File: src/rtl/ipp_pkg.sv
// ipp request attribute parser shared types, codes and keyword tables
// no dependencies
package ipp_pkg;

   localparam int FormatBytesDefault    = 64;
   localparam int JobNameBytesDefault   = 64;
   localparam int WhichJobsBytesDefault = 32;
   localparam int UriBytesDefault       = 128;
   localparam int NumKw                 = 9;
   localparam int QueueDepth            = 2;

   typedef struct packed {
      logic [7:0] data_byte;
      logic       start_flag;
      logic       end_flag;
   } req_type;

   typedef struct packed {
      logic [1:0]  status;
      logic [3:0]  error_cause;
      logic [3:0]  field_kind;
      logic [31:0] field_value;
      logic [7:0]  char_index;
      logic        string_last;
   } rsp_type;

   typedef enum logic [3:0] {
      PH_HDR, PH_TAG, PH_NLEN, PH_NAME, PH_VLEN, PH_SKIP, PH_CHARSET, PH_LANG,
      PH_STR, PH_INT, PH_BOOL, PH_JLLEN, PH_JLANG, PH_JNLEN, PH_JNAME
   } phase_type;

   typedef enum logic [3:0] {
      AT_OTHER, AT_CHARSET, AT_LANG, AT_FORMAT, AT_JOBNAME, AT_WHICH,
      AT_FIDELITY, AT_COPIES, AT_URI, AT_JOBID
   } attr_type;

   localparam logic [1:0] ST_PARSING = 2'd0;
   localparam logic [1:0] ST_ACCEPT  = 2'd1;
   localparam logic [1:0] ST_REJECT  = 2'd2;
   localparam logic [1:0] ST_IGNORED = 2'd3;

   localparam logic [3:0] ERR_NONE      = 4'd0;
   localparam logic [3:0] ERR_TRUNC     = 4'd1;
   localparam logic [3:0] ERR_RSV_DELIM = 4'd2;
   localparam logic [3:0] ERR_ORDER     = 4'd3;
   localparam logic [3:0] ERR_PREFIX    = 4'd4;
   localparam logic [3:0] ERR_NAME_CHAR = 4'd5;
   localparam logic [3:0] ERR_ORPHAN    = 4'd6;
   localparam logic [3:0] ERR_TAG       = 4'd7;
   localparam logic [3:0] ERR_LENGTH    = 4'd8;
   localparam logic [3:0] ERR_CONTENT   = 4'd9;

   localparam logic [3:0] FK_NONE      = 4'd0;
   localparam logic [3:0] FK_VERMAJOR  = 4'd1;
   localparam logic [3:0] FK_VERMINOR  = 4'd2;
   localparam logic [3:0] FK_OPID      = 4'd3;
   localparam logic [3:0] FK_REQID     = 4'd4;
   localparam logic [3:0] FK_FORMAT    = 4'd5;
   localparam logic [3:0] FK_JOBNAME   = 4'd6;
   localparam logic [3:0] FK_WHICH     = 4'd7;
   localparam logic [3:0] FK_URI       = 4'd8;
   localparam logic [3:0] FK_FIDELITY  = 4'd9;
   localparam logic [3:0] FK_COPIES    = 4'd10;
   localparam logic [3:0] FK_JOBID     = 4'd11;

   localparam logic [7:0] TAG_OPERATION = 8'h01;
   localparam logic [7:0] TAG_END       = 8'h03;
   localparam logic [7:0] TAG_DELIM_MAX = 8'h0F;
   localparam logic [7:0] TAG_INTEGER   = 8'h21;
   localparam logic [7:0] TAG_BOOLEAN   = 8'h22;
   localparam logic [7:0] TAG_NAME_LANG = 8'h36;
   localparam logic [7:0] TAG_NAME      = 8'h42;
   localparam logic [7:0] TAG_KEYWORD   = 8'h44;
   localparam logic [7:0] TAG_URI       = 8'h45;
   localparam logic [7:0] TAG_CHARSET   = 8'h47;
   localparam logic [7:0] TAG_LANGUAGE  = 8'h48;
   localparam logic [7:0] TAG_MIME      = 8'h49;

   localparam logic [31:0] IntMax    = 32'h7FFF_FFFF;
   localparam logic [15:0] LangMax   = 16'd63;
   localparam logic [15:0] JnameCap  = 16'd62;
   localparam logic [7:0]  PrintMax  = 8'h7E;

   localparam logic [4:0] KwLen [NumKw] = '{5'd18, 5'd27, 5'd15, 5'd8, 5'd10, 5'd22,
                                            5'd6, 5'd7, 5'd6};

   function automatic logic [7:0] kw_char(input int unsigned k, input logic [4:0] p);
      string s;
      begin
         case (k)
            0: s = "attributes-charset";
            1: s = "attributes-natural-language";
            2: s = "document-format";
            3: s = "job-name";
            4: s = "which-jobs";
            5: s = "ipp-attribute-fidelity";
            6: s = "copies";
            7: s = "job-uri";
            default: s = "job-id";
         endcase
         kw_char = (int'(p) < s.len()) ? s[p] : 8'h00;
      end
   endfunction

   function automatic logic [7:0] utf8_char(input logic [2:0] p);
      case (p)
         3'd0: utf8_char = "u";
         3'd1: utf8_char = "t";
         3'd2: utf8_char = "f";
         3'd3: utf8_char = "-";
         3'd4: utf8_char = "8";
         default: utf8_char = 8'h00;
      endcase
   endfunction

endpackage

File: src/rtl/ipp_queue.sv
// short request queue between front and back parts
// depends on ipp_pkg
module ipp_queue (
   input  logic             clock,
   input  logic             reset,
   input  logic             in_valid,
   output logic             in_stall,
   input  ipp_pkg::req_type in_data,
   output logic             out_valid,
   input  logic             out_stall,
   output ipp_pkg::req_type out_data
);
   localparam int Depth = ipp_pkg::QueueDepth;

   ipp_pkg::req_type mem_ff [Depth];
   logic             wr_ptr_ff, wr_ptr_in, rd_ptr_ff, rd_ptr_in;
   logic [1:0]       count_ff, count_in;
   logic             push, pop;

   assign in_stall  = (count_ff == 2'(Depth));
   assign out_valid = (count_ff != 2'd0);
   assign out_data  = mem_ff[rd_ptr_ff];
   assign push      = in_valid && !in_stall;
   assign pop       = out_valid && !out_stall;

   always_comb begin
      wr_ptr_in = push ? ~wr_ptr_ff : wr_ptr_ff;
      rd_ptr_in = pop ? ~rd_ptr_ff : rd_ptr_ff;
      count_in  = count_ff + {1'b0, push} - {1'b0, pop};
   end

   always_ff @(posedge clock) begin
      if (reset) begin
         wr_ptr_ff <= 1'b0;
         rd_ptr_ff <= 1'b0;
         count_ff  <= 2'd0;
      end else begin
         wr_ptr_ff <= wr_ptr_in;
         rd_ptr_ff <= rd_ptr_in;
         count_ff  <= count_in;
      end
   end

   always_ff @(posedge clock) begin
      if (push) begin
         mem_ff[wr_ptr_ff] <= in_data;
      end
   end
endmodule

File: config.mk
export PLATFORM = sky130hd
export DESIGN_NAME = ipp_queue
export DESIGN_NICKNAME = d
export VERILOG_FILES = /design/src/rtl/ipp_pkg.sv /design/src/rtl/ipp_queue.sv
export SDC_FILE = /design/constraint.sdc
export NUM_CORES = 1
export LEC_CHECK = 0
export BUFFER_PORTS_ARGS = -buffer_cell sky130_fd_sc_hd__buf_2
export CELL_PAD_IN_SITES_DETAIL_PLACEMENT = 1
export CELL_PAD_IN_SITES_GLOBAL_PLACEMENT = 1
export CORE_MARGIN = 5
export CORE_UTILIZATION = 40
export DETAILED_ROUTE_END_ITERATION = 7
export PLACE_DENSITY_LB_ADDON = 0.2
export SETUP_SLACK_MARGIN = 0.05
export SLEW_MARGIN = 20
export SYNTH_ARGS = -nofsm -noshare
export SYNTH_HDL_FRONTEND = slang
export SYNTH_SLANG_ARGS = --single-unit
File: constraint.sdc
create_clock -name clock -period 1.9 [get_ports clock]
set_clock_uncertainty 0.15 [all_clocks]
set_input_delay 0.285 -clock clock [delete_from_list [all_inputs] [get_ports clock]]
set_output_delay 0.285 -clock clock [all_outputs]
set_load 0.02 [all_outputs]
Word level (Yosys, flattened, before mapping). Memory sizes are Yosys's and may differ from the RTL's. A register that Yosys moved wholly into a read port is not among the register bits. Index checks and enable logic that the tools add are counted.

Register bits after elaboration: 4. Latch bits: 0. Bits in writable memories: 20. Memory bits (read-only): 0. Logic and storage cells: 18. Memories kept: 1.

Memory list: mem_ff (depth 2, bits a word 10, read ports 1, clocked after memory_dff 1, write ports 1, RTL line ipp_queue.sv:15) `ipp_pkg::req_type mem_ff [Depth];`.

Add/sub/neg operators: 2. Multiply operators: 0. Div/mod/pow operators: 0. Magnitude comparators: 0. Eq/ne operators: 1. Shift-type cells: 0. Mux-type cells: 4. Bitwise gates (word level): 2. Reductions and logical operators: 5.

Operator list (number): $mux 1 (4); $add 2x1->2 (1); $eq 2x2->1 const B (1); $logic_and 1x1->1 (2); $logic_not 1->1 (2); $not 1->1 (2); $reduce_bool 2->1 (1); $sub 2x1->2 (1).

Longest topological paths before layout. Gate-level depths: netlist of the first run.

Depth in word-level cells: 5. Gate-level depth with buffers: 8. Gate-level depth less buffers: 8.

Worst setup path after synthesis of the first run. No wires, ideal clock.

Path type: register -> register. From: reg count_ff[1]. To: reg count_ff[1]. Setup time: 0.115 ns. Arrival: 1.342 ns. Path slack: 0.293 ns. Cell stages (with the launch flop): 9. Clock period less this slack: 1.607 ns. Path through: dfxtp_1 nor2_1 nor2_1 ha_1 inv_1 ha_1 xor2_1 xnor2_1 nor2_1.

RTL lines: start: declaration (RTL line ipp_queue.sv:17) `logic [1:0] count_ff, count_in;`; start signal: assignment (RTL line ipp_queue.sv:40) `count_ff <= count_in;`; $reduce_bool 2->1 (RTL line ipp_queue.sv:21) `assign out_valid = (count_ff != 2'd0);`; $logic_and 1x1->1 (RTL line ipp_queue.sv:24) `assign pop = out_valid && !out_stall;`; net pop (RTL line ipp_queue.sv:18) `logic push, pop;`; $sub 2x1->2 (RTL line ipp_queue.sv:29) `count_in = count_ff + {1'b0, push} - {1'b0, pop};`.

The timed path passes the listed nets, and every way through them passes these cells. A chain may end at the register's enable or synchronous reset.

==> flow_summary.toml, run 1 <==
[run_status]
status = "completed"

[clocking]
cts_tree = "built"
clock_tree.htree_level_count = 1
clk_transition_reported_paths_ps = 130
clock-root-buffer = "clkbuf_4"
clk_latency_ps = 300
max-clock-path-buffers = 2
cts.sinks = 25
numCtsBuffers = 3

[die]
design.portCount = 26
row_count = 17
chipHeight_um = 58.8
core_box_area_um2 = 2250
die-width_um = 58.8
start_util = 0.423
die_area_um2 = 3460

[global_routing]
grt_first_pass_wirelength_um = 2380
grt_max_degree = 15
grt_pass1_vias = 550
grt.total_usage = 0.0942
grt.overflow.total = 0
antenna_found_initial = 0

[flow_run]
maxCapViolCount = 0

[sta]
slew_violations = 0
fin_crit_ps = 1770
final_worst_path_cycle_share = 0.931
timing.max_slew.rel_slack = 0.674
achievable-frequency_mhz = 565
timing.final.ws_setup_ps = 132
timing_hold_violations_final = 0
least_margin_pin_slew_ps = 490
finalSetupViolCount = 0
final.setup.tns_ps = 0
setup_repair_after_global_routing_missed_its_margin = "no"

[layout]
fin_nets = 111
fillCellCount = 248
area_overhead_vs_synth_pct = 26.9
post_route_cells_drive_above_1_share = 0.457
diodes = 0

[yosys]
synth_top_cells_by_area = "edfxtp_1, mux2_2, dfxtp_1"
netlist_area_um2 = 953
yosysSeqAreaShare = 0.735
synth.net_count = 75
yosysTopAreaCell = "edfxtp_1"
synthFlopType = "edfxtp_1"
post_synth_inst_count = 59
synth_enable_flop_cells = 20
synthDistinctLibCells = 17
ys_async_sr_fraction = 0
synth.avg_cell_area_um2 = 16.2
register_bit_total_from_synthesis = 25
synth_largest_type_area_fraction = 0.630
synth_top_cells_by_count = "edfxtp_1, mux2_2, dfxtp_1"
synthesis.yosys.warnings = 0
synth_most_common_cell = "edfxtp_1"

[critical_path]
worst_r2r_endpoint = "mem_ff[0][0]$_DFFE_PP_"
total_buffers_and_inverters_traversed_by_the_critical_path = 1
path_max_fanout = 10
arr_time_crit_path_ps = 1330
worst-r2r-cell-count = 4
worst_ep_required_time_ps = 1460
max_stage_delay_ps = 500
crit_path_top_delay_cell = "dfxtp_2"
critical_path.reg2reg.startpoint = "count_ff[0]$_SDFF_PP0_"
cp_cell_sequence = "mux2_2 > buf_2"
startpoint_types = "flop"
worst_path_dominant_cell_family = "flip-flops"
setup.worst_path.class = "reg2out"
timing.critical_path.to_type = "output port"
reg2reg_setup_slack_ps = 180

[placed_design]
gp_congestion = 0.641
place.port_buffers = 25
place.detailed.hpwl_um = 1160
dp_slack_ps = 156

[drt]
viasPerCell = 4.70
drtPass1Iterations = 2
antenna_left = 0
totalWireLength_um = 1590
number_of_vias_after_detailed_routing = 573
avgRoutedWirePerCell_um = 13.1
initialDrtViolationCount = 8
remaining_drc_errors = 0

[worst_hold_path]
whs_endpoint = "mem_ff[0][9]$_DFFE_PP_"
min-delay-start = "in_data[9]"
hold_path.class = "in2reg"
number_of_instances_on_the_worst_hold_path = 1

[power_and_ir_drop]
p_per_area_nw_per_um2 = 1150
power_after_layout_uw = 1400
vdd_drop_max_v = 0.000647
static-leakage-power_uw = 0.000499
[how the worst max path moves through the flow]
stage	cells past startpoint	slack [ps]	end	startpoint
final	2	130	out_data[1]	flop
after detailed placement	8	160	count_ff[1]$_SDFF_PP0_	count_ff[1]$_SDFF_PP0_
after global placement	8	190	count_ff[1]$_SDFF_PP0_	count_ff[1]$_SDFF_PP0_
after CTS	2	110	out_data[1]	flop
after floorplan	8	290	count_ff[1]$_SDFF_PP0_	count_ff[1]$_SDFF_PP0_
after global routing	2	60	out_data[1]	flop
[metrics by stage]
stage,instance area (um^2),utilization,cells,hold slack (ps)
6_report,1210,0.537,122,20.7
5_1_grt,1210,0.537,122,6.52
4_1_cts,1140,0.504,115,0.245
3_5_place_dp,1110,0.492,111,327
3_3_place_gp,1110,0.492,111,322
2_1_floorplan,953,-,59,204
[logic make-up (layout without fill, tap and decap cells)]
logic type,after synthesis,after routing,share of synthesized area
buffers and inverters,6,41,0.0249
AND/OR/NAND/NOR,9,9,0.0512
adder cells (fa/ha/maj),2,2,0.0262
flip-flops,25,25,0.735
XOR/XNOR,2,2,0.0184
multiplexers,10,10,0.118
AO/OA/AOI/OAI,5,5,0.0262
[cell type report]
cell class                      count  area, um^2  share of cell area
Sequential cell                    25         702               0.580
Clock inverter                      1        5.00             0.00414
Multi-Input combinational cell     28         231               0.191
Inverter                            5        18.8              0.0155
Tap cell                           28        35.0              0.0290
Timing Repair Buffer               32         195               0.161
Clock buffer                        3        22.5              0.0186
[layer usage]
layer,part of all wire,vias to the layer above,global-route usage
met1,0.42,275,0.113
met5,0,-,0
met3,0.063,2,0.0219
met2,0.51,15,0.156
li1,-,281,-
met4,0.0082,0,0.0485
[flip-flops by register name, summed over array words and instances, names as in the netlist, named ones only]
| signal | count |
|---|---|
| count_ff | 2 |
| mem_ff | 20 |
| rd_ptr_ff | 1 |
| wr_ptr_ff | 1 |
[report_power, final]
part / internal (uW) / switching (uW)
sequential: 689 / 50.7
combinational: 193 / 241
clock: 78.4 / 143
total: 960 / 435
[layout by cell type, fill, tap and decap left out, drive strengths merged]
cell / instances
buf: 25
a21oi: 3
nand2b: 1
xnor2: 1
o21ai: 2
edfxtp: 20
clkbuf: 3
ha: 2
nor2b: 1
dlygate4sd3: 7
or3: 2
xor2: 1
inv: 5
and3: 1
nand2: 1
mux2: 10
clkinv: 1
nor2: 3
dfxtp: 5
[what timing repair did]
item                       in CTS  in global routing
cloned                          0                  0
gates resized for setup         1                  1
hold endpoints to repair        0                 14
hold buffers                    0                  7
setup endpoints to repair      10                  1
buffers inserted                0                  0
(Power assumes the default switching activity.)
==> inputs of run 2 (changes only) <==
--- a/config.mk
+++ b/config.mk
@@ -6,7 +6,7 @@
 export NUM_CORES = 1
 export LEC_CHECK = 0
 export BUFFER_PORTS_ARGS = -buffer_cell sky130_fd_sc_hd__buf_2
-export CELL_PAD_IN_SITES_DETAIL_PLACEMENT = 1
+export CELL_PAD_IN_SITES_DETAIL_PLACEMENT = 0
 export CELL_PAD_IN_SITES_GLOBAL_PLACEMENT = 1
 export CORE_MARGIN = 5
 export CORE_UTILIZATION = 40
==> flow_summary.toml, run 2 (same netlist as run 1, synthesis figures left out) <==
[run_status]
status = "completed"

[die]
core_box_area_um2 = 2250
design.portCount = 26
die_area_um2 = 3460
die-width_um = 58.8
start_util = 0.423
row_count = 17
chipHeight_um = 58.8

[placed_design]
place.port_buffers = 25
dp_slack_ps = 159
postPlaceCellArea_um2 = 1110
place.detailed.hpwl_um = 1100
numPlacedInstances = 111
gp_congestion = 0.641

[critical_path]
worst-r2r-cell-count = 4
worst_path_dominant_cell_family = "flip-flops"
timing.critical_path.to_type = "output port"
critical_path.reg2reg.startpoint = "count_ff[0]$_SDFF_PP0_"
max_stage_delay_ps = 490
setup.worst_path.class = "reg2out"
startpoint_types = "flop"
arr_time_crit_path_ps = 1340
total_buffers_and_inverters_traversed_by_the_critical_path = 1
cp_cell_sequence = "mux2_2 > buf_2"
worst_r2r_endpoint = "mem_ff[0][6]$_DFFE_PP_"
worst_ep_required_time_ps = 1460
path_max_fanout = 10
crit_path_top_delay_cell = "dfxtp_2"
reg2reg_setup_slack_ps = 190

[layout]
most-common-layout-cells = "buf_2, edfxtp_1, mux2_2"
finish.instance_area_um2 = 1220
post_route_cells_drive_above_1_share = 0.453
final_common_cell = "buf_2"
area_overhead_vs_synth_pct = 28.0
final_cell_count_without_fillers = 123
fillCellCount = 216
layout.area.seq_um2 = 702
diodes = 0
top_register = "mem_ff"
largest_register_ffs = 20
fin_nets = 112
multi_input_area_um2 = 231
reg.largest.list = "mem_ff x20, count_ff x2"

[clocking]
numCtsBuffers = 3
clock_tree.htree_level_count = 1
cts_tree = "built"
cts.sinks = 25
clk_transition_reported_paths_ps = 130
clk_latency_ps = 310
clock-root-buffer = "clkbuf_4"
max-clock-path-buffers = 2

[power_and_ir_drop]
power_after_layout_uw = 1400
vdd_drop_max_v = 0.000644
p_per_area_nw_per_um2 = 1150
static-leakage-power_uw = 0.000503

[drt]
avgRoutedWirePerCell_um = 12.6
initialDrtViolationCount = 10
totalWireLength_um = 1550
antenna_left = 0
viasPerCell = 4.68
remaining_drc_errors = 0
number_of_vias_after_detailed_routing = 576
drtPass1Iterations = 3

[sta]
final_worst_path_cycle_share = 0.933
timing_hold_violations_final = 0
setup_repair_after_global_routing_missed_its_margin = "no"
achievable-frequency_mhz = 564
slew_violations = 0
fin_crit_ps = 1770
timing.max_slew.rel_slack = 0.661
finalSetupViolCount = 0
timing.final.ws_setup_ps = 128
least_margin_pin_slew_ps = 508
final.setup.tns_ps = 0

[worst_hold_path]
number_of_instances_on_the_worst_hold_path = 1
whs_endpoint = "mem_ff[1][9]$_DFFE_PP_"
hold_path.class = "in2reg"
min-delay-start = "in_data[9]"

[global_routing]
grt_pass1_vias = 567
grt.total_usage = 0.0984
grt_first_pass_wirelength_um = 2450
grt_max_degree = 15
antenna_found_initial = 0
grt.overflow.total = 0

[flow_run]
maxCapViolCount = 0
[run 2: cell types whose count changed in the layout (fill, tap and decap cells not counted)]
cell,delta
dlygate4sd3_1,+1
[run 2: layer usage]
| metal | track usage | up-vias | part of all wire |
|---|---|---|---|
| met3 | 0.0219 | 4 | 0.062 |
| met4 | 0.0583 | 0 | 0.018 |
| met5 | 0 | - | 0 |
| met2 | 0.159 | 17 | 0.47 |
| met1 | 0.119 | 271 | 0.44 |
| li1 | - | 284 | - |
[run 2: layout make-up]
| type | count | area share |
|---|---|---|
| tap | 28 | 0.0287 |
| clock inverter | 1 | 0.00410 |
| timing repair buffer | 33 | 0.168 |
| inverter | 5 | 0.0154 |
| multi-input combinational | 28 | 0.190 |
| clock buffer | 3 | 0.0185 |
| sequential | 25 | 0.575 |
[run 2: how the worst max path moves through the flow]
stage	slack, ps	depth (start not counted)	to
after floorplan	290	8	count_ff[1]$_SDFF_PP0_
final	130	2	out_data[1]
after detailed placement	160	8	count_ff[1]$_SDFF_PP0_
after global routing	50	8	count_ff[1]$_SDFF_PP0_
after global placement	190	8	count_ff[1]$_SDFF_PP0_
after CTS	100	2	out_data[1]
[run 2: worst register-to-register path: stages (launching register included)]
cell and delay, ps:
dfxtp_1 390, nand2b_2 160, inv_2 40, or3_1 320, inv_1 320
[run 2: repair_timing]
action	4_1_cts	5_1_grt
hold buffers	5	3
setup endpoints to repair	10	1
setup buffers	0	0
gates resized for setup	1	1
endpoints found under the hold margin	10	6
pin swaps	0	1
[run 2: report_power, final]
part | total (uW) | switching, uW | internal, uW
clock network | 229 | 151 | 78.6
registers | 742 | 53.1 | 689
logic | 432 | 238 | 194
total | 1400 | 441 | 962
[run 2: through the flow]
stage,hold slack (ps),util
floorplan,204,-
CTS,0.331,0.527
global placement,322,0.492
global route,1.37,0.541
detailed placement,326,0.492
finish,3.33,0.541
